--- config.mk ---
export PLATFORM = sky130hd
export DESIGN_NAME = sleep_timeout_table
export DESIGN_NICKNAME = d
export VERILOG_FILES = /design/src/hw/rtl/stt_pkg.sv /design/src/hw/rtl/stt_datapath.sv /design/src/hw/rtl/stt_ctrl.sv /design/src/hw/rtl/sleep_timeout_table.sv
export SDC_FILE = /design/constraint.sdc
export NUM_CORES = 2
export LEC_CHECK = 0
export BUFFER_PORTS_ARGS = -buffer_cell sky130_fd_sc_hd__buf_2
export CAP_MARGIN = 20
export CORE_MARGIN = 2
export CORE_UTILIZATION = 35
export DETAILED_ROUTE_END_ITERATION = 8
export PLACE_DENSITY_LB_ADDON = 0.25
export SYNTH_ARGS = -nofsm -noshare
export SYNTH_HDL_FRONTEND = slang
export SYNTH_HIERARCHICAL = 1
export SYNTH_SLANG_ARGS = --single-unit
export TNS_END_PERCENT = 30
--- constraint.sdc ---
create_clock -name clk -period 11.2 [get_ports clk]
set_input_delay 0.56 -clock clk [delete_from_list [all_inputs] [get_ports clk]]
set_output_delay 0.56 -clock clk [all_outputs]
set_load 0.1 [all_outputs]
--- src/hw/rtl/stt_pkg.sv ---
// Shared types and constants for the sleep timeout table.
// Holds the item structs, the function codes, and the controller/datapath interface types.
// No dependencies.
package stt_pkg;

    localparam int SLOTS     = 32;
    localparam int ID_BITS   = 16;
    localparam int WAITER_W  = 16;
    localparam int COUNT_W   = 31;
    localparam int ELAPSED_W = 9;

    // Stored identifier width: identifiers are masked to ID_BITS.
    localparam int ID_W      = (ID_BITS < WAITER_W) ? ID_BITS : WAITER_W;
    localparam int SLOT_BITS = (SLOTS > 1) ? $clog2(SLOTS) : 1;
    localparam int CNT_BITS  = $clog2(SLOTS + 1);

    localparam logic [1:0] FUNC_JOIN  = 2'd0;
    localparam logic [1:0] FUNC_LEAVE = 2'd1;
    localparam logic [1:0] FUNC_TICK  = 2'd2;

    typedef struct packed {
        logic [1:0]           func;
        logic [WAITER_W-1:0]  waiter_id;
        logic [COUNT_W-1:0]   sleep_count;
        logic [ELAPSED_W-1:0] elapsed;
    } stt_in_t;

    typedef struct packed {
        logic                fired;
        logic [WAITER_W-1:0] fired_id;
        logic                status;
        logic                last;
    } stt_out_t;

    typedef struct packed {
        logic [ID_W-1:0]    waiter;
        logic [COUNT_W-1:0] remain;
    } stt_entry_t;

    typedef enum logic [1:0] {
        ST_IDLE,
        ST_READ,
        ST_EVAL,
        ST_DONE
    } stt_state_t;

    typedef enum logic [3:0] {
        OP_NONE,
        OP_LOAD,
        OP_READ,
        OP_KEEP,
        OP_SKIP,
        OP_UPDATE,
        OP_APPEND,
        OP_REFUSE,
        OP_COMMIT,
        OP_FIRE,
        OP_FINISH
    } stt_op_t;

    typedef struct packed {
        logic       scan_done;
        logic       hit;
        logic       expire;
        logic       full;
        logic       pend_valid;
        logic       out_free;
        logic [1:0] func;
    } stt_status_t;

endpackage

--- src/hw/rtl/stt_datapath.sv ---
// Datapath of the sleep timeout table: entry memory, scan pointers and output register.
// Depends on stt_pkg; driven one operation per cycle by stt_ctrl.
module stt_datapath
    import stt_pkg::*;
(
    input  logic        clk,
    input  logic        rst_n,
    input  stt_op_t     op,
    output stt_status_t status,
    input  stt_in_t     in_data,
    output logic        out_valid,
    input  logic        out_ready,
    output stt_out_t    out_data
);

    stt_entry_t slot_mem_reg [SLOTS];
    stt_entry_t rdata_reg;

    logic [1:0]           func_reg,       func_next;
    logic [ID_W-1:0]      id_reg,         id_next;
    logic [COUNT_W-1:0]   count_reg,      count_next;
    logic [ELAPSED_W-1:0] elapsed_reg,    elapsed_next;
    logic [CNT_BITS-1:0]  rd_reg,         rd_next;
    logic [CNT_BITS-1:0]  wr_reg,         wr_next;
    logic [CNT_BITS-1:0]  total_reg,      total_next;
    logic                 pend_valid_reg, pend_valid_next;
    logic [ID_W-1:0]      pend_id_reg,    pend_id_next;
    logic                 refuse_reg,     refuse_next;
    logic                 out_valid_reg,  out_valid_next;
    stt_out_t             out_data_reg,   out_data_next;

    logic                 mem_we;
    logic [SLOT_BITS-1:0] mem_waddr;
    stt_entry_t           mem_wdata;
    logic [COUNT_W-1:0]   elapsed_ext;
    logic                 out_free;
    logic                 push;
    stt_out_t             push_data;

    assign elapsed_ext = COUNT_W'(elapsed_reg);
    assign out_free    = !out_valid_reg || out_ready;

    assign status.scan_done  = (rd_reg == total_reg) ||
                               ((func_reg != FUNC_JOIN) && (func_reg != FUNC_LEAVE) &&
                                (func_reg != FUNC_TICK));
    assign status.hit        = (rdata_reg.waiter == id_reg);
    assign status.expire     = (rdata_reg.remain < elapsed_ext);
    assign status.full       = (total_reg == CNT_BITS'(SLOTS));
    assign status.pend_valid = pend_valid_reg;
    assign status.out_free   = out_free;
    assign status.func       = func_reg;

    // Memory write port: compaction, in-place update or append.
    always_comb
    begin
        mem_we    = 1'b0;
        mem_waddr = wr_reg[SLOT_BITS-1:0];
        mem_wdata = rdata_reg;
        case (op)
            OP_KEEP:
            begin
                mem_we    = 1'b1;
                mem_waddr = wr_reg[SLOT_BITS-1:0];
                if (func_reg == FUNC_TICK)
                begin
                    mem_wdata.remain = rdata_reg.remain - elapsed_ext;
                end
            end
            OP_UPDATE:
            begin
                mem_we    = 1'b1;
                mem_waddr = rd_reg[SLOT_BITS-1:0];
                mem_wdata = '{waiter: id_reg, remain: count_reg};
            end
            OP_APPEND:
            begin
                mem_we    = 1'b1;
                mem_waddr = total_reg[SLOT_BITS-1:0];
                mem_wdata = '{waiter: id_reg, remain: count_reg};
            end
            default:
            begin
                mem_we = 1'b0;
            end
        endcase
    end

    always_ff @(posedge clk)
    begin
        if (mem_we)
        begin
            slot_mem_reg[mem_waddr] <= mem_wdata;
        end
        if (op == OP_READ)
        begin
            rdata_reg <= slot_mem_reg[rd_reg[SLOT_BITS-1:0]];
        end
    end

    always_comb
    begin
        func_next       = func_reg;
        id_next         = id_reg;
        count_next      = count_reg;
        elapsed_next    = elapsed_reg;
        rd_next         = rd_reg;
        wr_next         = wr_reg;
        total_next      = total_reg;
        pend_valid_next = pend_valid_reg;
        pend_id_next    = pend_id_reg;
        refuse_next     = refuse_reg;
        push            = 1'b0;
        push_data       = '{fired: 1'b1, fired_id: WAITER_W'(pend_id_reg),
                            status: 1'b0, last: 1'b0};
        case (op)
            OP_LOAD:
            begin
                func_next       = in_data.func;
                id_next         = in_data.waiter_id[ID_W-1:0];
                count_next      = in_data.sleep_count;
                elapsed_next    = in_data.elapsed;
                rd_next         = '0;
                wr_next         = '0;
                pend_valid_next = 1'b0;
                refuse_next     = 1'b0;
            end
            OP_KEEP:
            begin
                rd_next = rd_reg + CNT_BITS'(1);
                wr_next = wr_reg + CNT_BITS'(1);
            end
            OP_SKIP:
            begin
                rd_next = rd_reg + CNT_BITS'(1);
            end
            OP_FIRE:
            begin
                // Release the previous expiry as a non-final result, hold the new one.
                rd_next         = rd_reg + CNT_BITS'(1);
                push            = pend_valid_reg;
                pend_valid_next = 1'b1;
                pend_id_next    = rdata_reg.waiter;
            end
            OP_APPEND:
            begin
                total_next = total_reg + CNT_BITS'(1);
            end
            OP_REFUSE:
            begin
                refuse_next = 1'b1;
            end
            OP_COMMIT:
            begin
                total_next = wr_reg;
            end
            OP_FINISH:
            begin
                push      = 1'b1;
                push_data = '{fired: pend_valid_reg,
                              fired_id: pend_valid_reg ? WAITER_W'(pend_id_reg) : '0,
                              status: refuse_reg, last: 1'b1};
            end
            default:
            begin
                push = 1'b0;
            end
        endcase
    end

    always_comb
    begin
        out_valid_next = out_valid_reg;
        out_data_next  = out_data_reg;
        if (push)
        begin
            out_valid_next = 1'b1;
            out_data_next  = push_data;
        end
        else if (out_ready)
        begin
            out_valid_next = 1'b0;
        end
    end

    always_ff @(posedge clk or negedge rst_n)
    begin
        if (!rst_n)
        begin
            rd_reg         <= '0;
            wr_reg         <= '0;
            total_reg      <= '0;
            pend_valid_reg <= 1'b0;
            refuse_reg     <= 1'b0;
            out_valid_reg  <= 1'b0;
            func_reg       <= FUNC_JOIN;
        end
        else
        begin
            rd_reg         <= rd_next;
            wr_reg         <= wr_next;
            total_reg      <= total_next;
            pend_valid_reg <= pend_valid_next;
            refuse_reg     <= refuse_next;
            out_valid_reg  <= out_valid_next;
            func_reg       <= func_next;
        end
    end

    always_ff @(posedge clk)
    begin
        id_reg       <= id_next;
        count_reg    <= count_next;
        elapsed_reg  <= elapsed_next;
        pend_id_reg  <= pend_id_next;
        out_data_reg <= out_data_next;
    end

    assign out_valid = out_valid_reg;
    assign out_data  = out_data_reg;

endmodule

--- src/hw/rtl/stt_ctrl.sv ---
// Controller of the sleep timeout table: sequences reads, evaluations and results.
// Depends on stt_pkg; commands stt_datapath through one operation code per cycle.
module stt_ctrl
    import stt_pkg::*;
(
    input  logic        clk,
    input  logic        rst_n,
    input  logic        in_valid,
    output logic        in_ready,
    input  stt_status_t status,
    output stt_op_t     op
);

    stt_state_t state_reg, state_next;
    logic       fire_stall;

    // Hold on a second expiry until the pending one can go out.
    assign fire_stall = status.expire && status.pend_valid && !status.out_free;

    always_comb
    begin
        state_next = state_reg;
        case (state_reg)
            ST_IDLE:
            begin
                if (in_valid)
                begin
                    state_next = ST_READ;
                end
            end
            ST_READ:
            begin
                state_next = status.scan_done ? ST_DONE : ST_EVAL;
            end
            ST_EVAL:
            begin
                case (status.func)
                    FUNC_JOIN:  state_next = status.hit ? ST_DONE : ST_READ;
                    FUNC_LEAVE: state_next = ST_READ;
                    FUNC_TICK:  state_next = fire_stall ? ST_EVAL : ST_READ;
                    default:    state_next = ST_DONE;
                endcase
            end
            ST_DONE:
            begin
                if (status.out_free)
                begin
                    state_next = ST_IDLE;
                end
            end
            default:
            begin
                state_next = ST_IDLE;
            end
        endcase
    end

    always_comb
    begin
        in_ready = 1'b0;
        op       = OP_NONE;
        case (state_reg)
            ST_IDLE:
            begin
                in_ready = 1'b1;
                if (in_valid)
                begin
                    op = OP_LOAD;
                end
            end
            ST_READ:
            begin
                if (status.scan_done)
                begin
                    case (status.func)
                        FUNC_JOIN:  op = status.full ? OP_REFUSE : OP_APPEND;
                        FUNC_LEAVE: op = OP_COMMIT;
                        FUNC_TICK:  op = OP_COMMIT;
                        default:    op = OP_NONE;
                    endcase
                end
                else
                begin
                    op = OP_READ;
                end
            end
            ST_EVAL:
            begin
                case (status.func)
                    FUNC_JOIN:  op = status.hit ? OP_UPDATE : OP_SKIP;
                    FUNC_LEAVE: op = status.hit ? OP_SKIP : OP_KEEP;
                    FUNC_TICK:
                    begin
                        if (!status.expire)
                        begin
                            op = OP_KEEP;
                        end
                        else if (!fire_stall)
                        begin
                            op = OP_FIRE;
                        end
                    end
                    default:    op = OP_NONE;
                endcase
            end
            ST_DONE:
            begin
                if (status.out_free)
                begin
                    op = OP_FINISH;
                end
            end
            default:
            begin
                op = OP_NONE;
            end
        endcase
    end

    always_ff @(posedge clk or negedge rst_n)
    begin
        if (!rst_n)
        begin
            state_reg <= ST_IDLE;
        end
        else
        begin
            state_reg <= state_next;
        end
    end

endmodule

--- src/hw/rtl/sleep_timeout_table.sv ---
// Top level of the sleep timeout table: a packed table of waiters with tick countdown.
// Depends on stt_pkg, stt_ctrl and stt_datapath.
//
//   channel | direction | handshake             | payload
//   --------+-----------+-----------------------+------------------------------------------
//   in      | in        | in_valid / in_ready   | stt_in_t: func, waiter_id, sleep_count,
//           |           |                       |           elapsed
//   out     | out       | out_valid / out_ready | stt_out_t: fired, fired_id, status, last
//
// Scan: each item is accepted in ST_IDLE, then each held entry is read in ST_READ and
// evaluated in ST_EVAL, and the item ends in ST_DONE. A join that finds its waiter stops
// early, and the unused function code skips the scan. The entry memory has one
// registered read port, so each slot passes through a read state and an evaluate state.
// Reset: rst_n clears the entry count, the controller and the output valid flag; the entry
// memory itself is not cleared, the count alone marks which slots hold waiters.
// Stalls: a finished result waits in the output register while the next item is taken.
// The final result of every item holds the controller until the output register is free,
// and a tick also holds when a second expiry is found before the first has left.
//
// The entries stay packed in join order. Leave and tick rewrite the table in one pass
// with a read pointer and a trailing write pointer, dropping removed entries. An expired
// waiter is held back one step, so the final one can carry the last flag.
module sleep_timeout_table
    import stt_pkg::*;
(
    input  logic     clk,
    input  logic     rst_n,
    input  logic     in_valid,
    output logic     in_ready,
    input  stt_in_t  in_data,
    output logic     out_valid,
    input  logic     out_ready,
    output stt_out_t out_data
);

    stt_op_t     op;
    stt_status_t status;

    // Sequence the scan and the result.
    stt_ctrl u_ctrl (
        .clk      (clk),
        .rst_n    (rst_n),
        .in_valid (in_valid),
        .in_ready (in_ready),
        .status   (status),
        .op       (op)
    );

    // Hold the table, the scan pointers and the output register.
    stt_datapath u_datapath (
        .clk       (clk),
        .rst_n     (rst_n),
        .op        (op),
        .status    (status),
        .in_data   (in_data),
        .out_valid (out_valid),
        .out_ready (out_ready),
        .out_data  (out_data)
    );

endmodule
# --- Word-level counts from Yosys, hierarchy flattened ---
# Memory sizes are Yosys's and may differ from the RTL's. A register that Yosys moved wholly into a read port is not among the register bits.
# Index checks and enable logic that the tools add are counted.
op_classes:
  n_addsub: 4
  n_lt_le_gt_ge: 1
  eq_ne: 22
  muxes: 36
  reduce_logical: 22
op_table:
  columns: ["cell", "n"]
  rows:
  - ["$pmux 31 s2", 1]
  - ["$pmux 6 s2", 3]
  - ["$mux 16", 2]
  - ["$lt 31x9->1", 1]
  - ["$mux 31", 1]
  - ["$sub 31x9->31", 1]
  - ["$add 6x1->6 const B", 3]
  - ["$mux 18", 1]
  - ["$eq 16x16->1", 1]
  - ["$eq 4x3->1 const B", 4]
  - ["$mux 4", 4]
  - ["$pmux 4 s4", 1]
  - ["$reduce_bool 2->1", 7]
  - ["$eq 4x4->1 const B", 3]
  - ["$pmux 4 s3", 1]
  - ["$mux 1", 10]
  - ["$pmux 5 s2", 1]
  - ["$eq 4x2->1 const B", 2]
  - ["$mux 2", 4]
  - ["$pmux 2 s4", 1]
  - ["$pmux 4 s2", 1]
  - ["$eq 2x2->1 const B", 3]
  - ["$eq 6x6->1", 1]
  - ["$eq 6x6->1 const B", 1]
  - ["14 further kinds", 27]
totals:
  ff_bits: 116
  ramBits: 1504
  in_bits: 62
  output_inout_bits: 21
  elab_cells: 102
  mem_count: 1
memory_table:
  columns: ["memory", "depth", "width", "read_ports", "rd_clocked_by_memory_dff", "write_ports", "line", "rtl"]
  rows:
  - ["u_datapath.slot_mem_reg", 32, 47, 1, 1, 1, "stt_datapath.sv:16", "stt_entry_t slot_mem_reg [SLOTS];"]

# --- Longest topological paths before layout ---
depth:
  depth_word: 13
  ltp_mapped: 20
  depth_no_buf: 16

# --- Hierarchy ---
# Netlist, hierarchy kept.
by_module_without_submodules:
  columns: ["mod", "n_inst", "cells_per_inst", "area_each_um2", "seq_area_each_um2"]
  rows:
  - ["stt_datapath", 1, 2936, 64622.0, 49882.8]
  - ["stt_ctrl", 1, 42, 336.6, 50.0]

# --- Worst setup path after synthesis ---
# No wires, ideal clock.
synth_timing:
  path_type: "reg-to-reg"
  startpoint: "register u_datapath/rdata_reg[18] (netlist name)"
  endpoint: "register u_datapath/rdata_reg[0] (netlist name)"
  setup_time_ps: 510
  arrival_time_ps: 6349
  required_ps: 10690
  slack_ps: 4341
  stages_incl_launch_ff: 12
  path_buffers: 2
  synth_period_minus_slack_ps: 6859
  path_cell_list: "edfxtp_1 > or4_1 > buf_2 > or4_4 > or3_1 > nor3_1 > nand3b_1 > a221oi_1 > o22ai_1 > clkbuf_1 > nand2b_1 > nor3_1"

==> out/summary.txt <==
STA
----------------------------------------------------------------------------------------
Post-route minimum period                                                        6918 ps
Aggregate negative setup slack                                                      0 ps
Maximum clock frequency                                                        144.6 MHz
Worst slew pin tran                                                              1060 ps
Worst hold margin                                                               77.89 ps
Worst slew margin relative to its limit                                           0.2934
Final Hold Fails                                                                       0
Finish-stage setup viols                                                               0
Setup repair after global routing missed its margin                                false
Fin crit share                                                                    0.6177
Number of slew-limit violations in the final report                                    0
Clock skew after layout                                                         37.70 ps

SYNTHESIS
----------------------------------------------------------------------------------------
Post-synthesis adder-cell area fraction                                         0.003583
Area share of and/or/nand/nor cells after synthesis                              0.02373
Area fraction in compound gates after synthesis                                  0.02643
Post-synthesis cell area                                                       64960 um2
Most instantiated flip-flop cell in the synthesis netlist                   sky130_fd_sc_hd__edfxtp_1
Synth Register Bits                                                                 1667
Library cells used by synthesis                                                       66
Sequential fraction of the synthesis area                                         0.7687
Share of synthesized area spent on multiplexers                                   0.1616
Library cell with the largest summed area after synthesis                   sky130_fd_sc_hd__edfxtp_1
Synth Instances                                                                     2978
Main combinational cell family by area after synthesis                      multiplexers
Xor/xnor share of the synthesized area                                          0.004719
Post-synthesis average cell area                                               21.81 um2
Synth area leaders                                                          sky130_fd_sc_hd__edfxtp_1, sky130_fd_sc_hd__mux4_2, sky130_fd_sc_hd__mux2i_1
Net count after synthesis                                                           3058
Synth warnings                                                                         6
Area share of the largest cell type after synthesis                               0.7591
Count of flip-flops with a built-in enable after synthesis                          1642
Fraction of registers with async set/reset                                       0.01500

FINISH
----------------------------------------------------------------------------------------
Fraction of layout cells with a size suffix above 1                               0.2705
Layout Cells excl Fill                                                              5871
Number of flip-flops in the largest register                                        1504
NumNets Final                                                                       3331
Area growth from synthesis to final layout                                        15.75%
Total non-filler cell area in the finished layout                              75190 um2
Post-Route Utilization                                                            0.4068

CRITICAL PATH
----------------------------------------------------------------------------------------
Element type at the critical path start                                         register
Required time at the worst-slack endpoint                                       11630 ps
Count of buffering cells on the critical path with inverters included                  3
Critical Path Fanout Max                                                              31
Crit end category                                                               register
Kind of critical path                                                       register to register
Most common cell type on the critical path                                  sky130_fd_sc_hd__buf_4
Crit path arrival time                                                           7350 ps
Cell type group with the largest total delay on the critical path           simple AND/OR/NAND/NOR gates
Series of cell instances along the critical path                            or4_1 > or4_4 > or3_1 > nor3_1 > buf_4 > nand3b_1 > nand4_1 > mux2i_1 > nor2b_1 > o21ai_4 > buf_4 > o21a_1 > nor2_1 > nand2b_1 > nor2_4 > buf_4
Cell with the largest stage delay on the worst path                         sky130_fd_sc_hd__nor2_4
Maximum cell stage delay along the critical path                                  980 ps

CTS
----------------------------------------------------------------------------------------
Register clock-pin slew on the reported worst setup and hold paths                 60 ps
Clock Path Buffers                                                                     3
Clock tree from TritonCTS                                                           done
Maximum level of the CTS H-tree                                                        4
Cell at the root of the clock tree                                          sky130_fd_sc_hd__clkbuf_16
Sink count of the clock tree                                                        1667
Clock buffer count from CTS                                                          169
Clock Latency Late Sink                                                           820 ps

GLOBAL ROUTING
----------------------------------------------------------------------------------------
Overall routing resource usage                                                    0.1799
Global-route wire length before repair                                         242700 um
Antenna violations before repair                                                       3
Number of global-route vias before repair                                          31650
Grt total ovfl                                                                         0
Largest net degree at the start of global routing                                    108

FLOORPLANNING
----------------------------------------------------------------------------------------
IO Count                                                                              83
Full die area                                                                 189100 um2
Die height                                                                      434.8 um
Standard-cell row count                                                              158
Initial Utilization                                                               0.3514
Chip width                                                                      434.8 um
CORE AREA                                                                     184800 um2

ROUTING
----------------------------------------------------------------------------------------
Average wire per cell in the routed design                                      29.16 um
Ratio of routed vias to standard cells                                             5.377
Detailed router's first-iteration violation count                                   3364
Number of search-and-repair iterations in the first detailed-routing pass              5
DR vias                                                                            31570
Total Wirelength                                                               171200 um
Routed Antenna Nets                                                                    0
DRC viols                                                                              0

PLACE
----------------------------------------------------------------------------------------
Standard cell area after detailed placement                                    69170 um2
HPWL after detailed placement                                                  102400 um
Number of buffers added on ports                                                      82
Number of cells in the design after placement                                       5498
Routability-driven placement congestion ratio                                     0.8211

FLOW RUN
----------------------------------------------------------------------------------------
Max_cap viols                                                                          0

WORST HOLD PATH
----------------------------------------------------------------------------------------
Worst hold path type                                                        primary input to register

RUN STATUS
----------------------------------------------------------------------------------------
Run status                                                                  complete, no violations

PWR
----------------------------------------------------------------------------------------
Highest ir drop seen on vdd                                                     173.3 uV
Ratio of total power to cell area                                           285.0 nW/um2
Leak                                                                            22.95 nW

-- cells in the mapped netlist (all sizes together) (3+ instances only) --
cell type / n
o211ai: 16
nand4: 14
dfrtp: 25
and3: 6
nand2b: 20
a21oi: 21
nand3: 19
o311ai: 11
o21ai: 39
nor2: 72
and2: 4
a211oi: 4
a311oi: 3
o21a: 48
xor2: 9
a41oi: 3
buf: 63
or3: 9
nand2: 110
inv: 23
mux4: 423
edfxtp: 1642
ha: 17
a21o: 8
xnor2: 26
mux2i: 97
nor2b: 25
nor3: 10
a22oi: 59
a31oi: 6
or4: 8
o22ai: 3
a221o: 5
nor4: 5
clkbuf: 95
or2: 4
-- worst reg2reg max path, cell delays in order, from the launching register on --
cell                       delay (ps)
sky130_fd_sc_hd__edfxtp_1         480
sky130_fd_sc_hd__or4_1            630
sky130_fd_sc_hd__or4_4            550
sky130_fd_sc_hd__or3_1            360
sky130_fd_sc_hd__nor3_1           200
sky130_fd_sc_hd__buf_4            230
sky130_fd_sc_hd__nand3b_1         180
sky130_fd_sc_hd__nand4_1          150
sky130_fd_sc_hd__mux2i_1          230
sky130_fd_sc_hd__nor2b_1          730
sky130_fd_sc_hd__o21ai_4           90
sky130_fd_sc_hd__buf_4            320
sky130_fd_sc_hd__o21a_1           180
sky130_fd_sc_hd__nor2_1           140
sky130_fd_sc_hd__nand2b_1         480
sky130_fd_sc_hd__nor2_4           980
sky130_fd_sc_hd__buf_4            570
-- per-layer routing --
layer | global-route usage | up-vias | routed length (um)
li1 | - | 13090 | -
met1 | 0.2581 | 17150 | 75040
met2 | 0.2854 | 1140 | 81770
met3 | 0.02992 | 193 | 10800
met4 | 0.04715 | 0 | 3570
met5 | 0 | - | 0
-- through the flow --
stage	worst slack, ps	total power [mW]
final	4282	21.43
after global placement	4536	15.92
after detailed placement	4325	16.04
after CTS	4295	21.57
after global routing	3817	22.28
after floorplan	4341	13.16
-- area by class of cell --
type                    count  area, um2
diodes                      1      2.502
clock buffers             227       4511
clock inverters            83      829.5
fillers                 16210     109700
inverters                  23      87.58
multi-input cells        1130      14630
flip-flops and latches   1667      49950
well taps                2480       3103
repair buffers            260       2073
-- report_power, final --
group	switching [mW]	leakage [nW]	internal, mW
clock network	2.36	2.59	3.12
registers	0.352	15.1	8.90
logic	4.44	5.23	2.26
-- worst paths after layout --
path | from | to | cells after the start | slack, ps
max | u_datapath/rdata_reg[18] | u_datapath/slot_mem_reg[17][34] | 16 | 4280
min | in_data[0] | u_datapath/elapsed_reg[0] | 1 | 80
max reg2reg | u_datapath/rdata_reg[18] | u_datapath/slot_mem_reg[17][34] | 16 | 4280
min reg2reg | u_datapath/rdata_reg[32] | u_datapath/pend_id_reg[1] | 0 | 490
max in group asynchronous | rst_n | u_datapath/rd_reg[3] | 2 | 10360
min in group asynchronous | rst_n | u_datapath/out_valid | 2 | 340
-- cell usage in the layout, fill, tap and decap left out, types with 34 or more instances in the layout --
cell type,netlist,layout
sky130_fd_sc_hd__edfxtp_1,1642,1642
sky130_fd_sc_hd__mux4_2,423,423
sky130_fd_sc_hd__clkbuf_16,0,172
sky130_fd_sc_hd__buf_4,4,110
sky130_fd_sc_hd__nand2_1,110,109
sky130_fd_sc_hd__mux2i_1,97,97
sky130_fd_sc_hd__buf_2,29,82
sky130_fd_sc_hd__a22oi_1,59,59
sky130_fd_sc_hd__clkbuf_1,95,55
sky130_fd_sc_hd__dlygate4sd3_1,0,54
sky130_fd_sc_hd__o21a_1,48,48
sky130_fd_sc_hd__nor2_1,72,39
sky130_fd_sc_hd__clkinv_1,0,34
-- cell families after synthesis --
logic type	after synthesis
buffers and inverters	181
and+or+nand+nor	315
muxes	520
DFF	1667
xor gates and xnor gates	35
AOI/OAI and AO/OA	242
adders and majority gates	18
-- timing repair --
item | CTS | global route
hold buffers | 54 | 0
endpoints found under the hold margin | 78 | 0
gates resized for setup | 0 | 0
setup buffers | 0 | 0
Power figures use the tool's default switching activity.
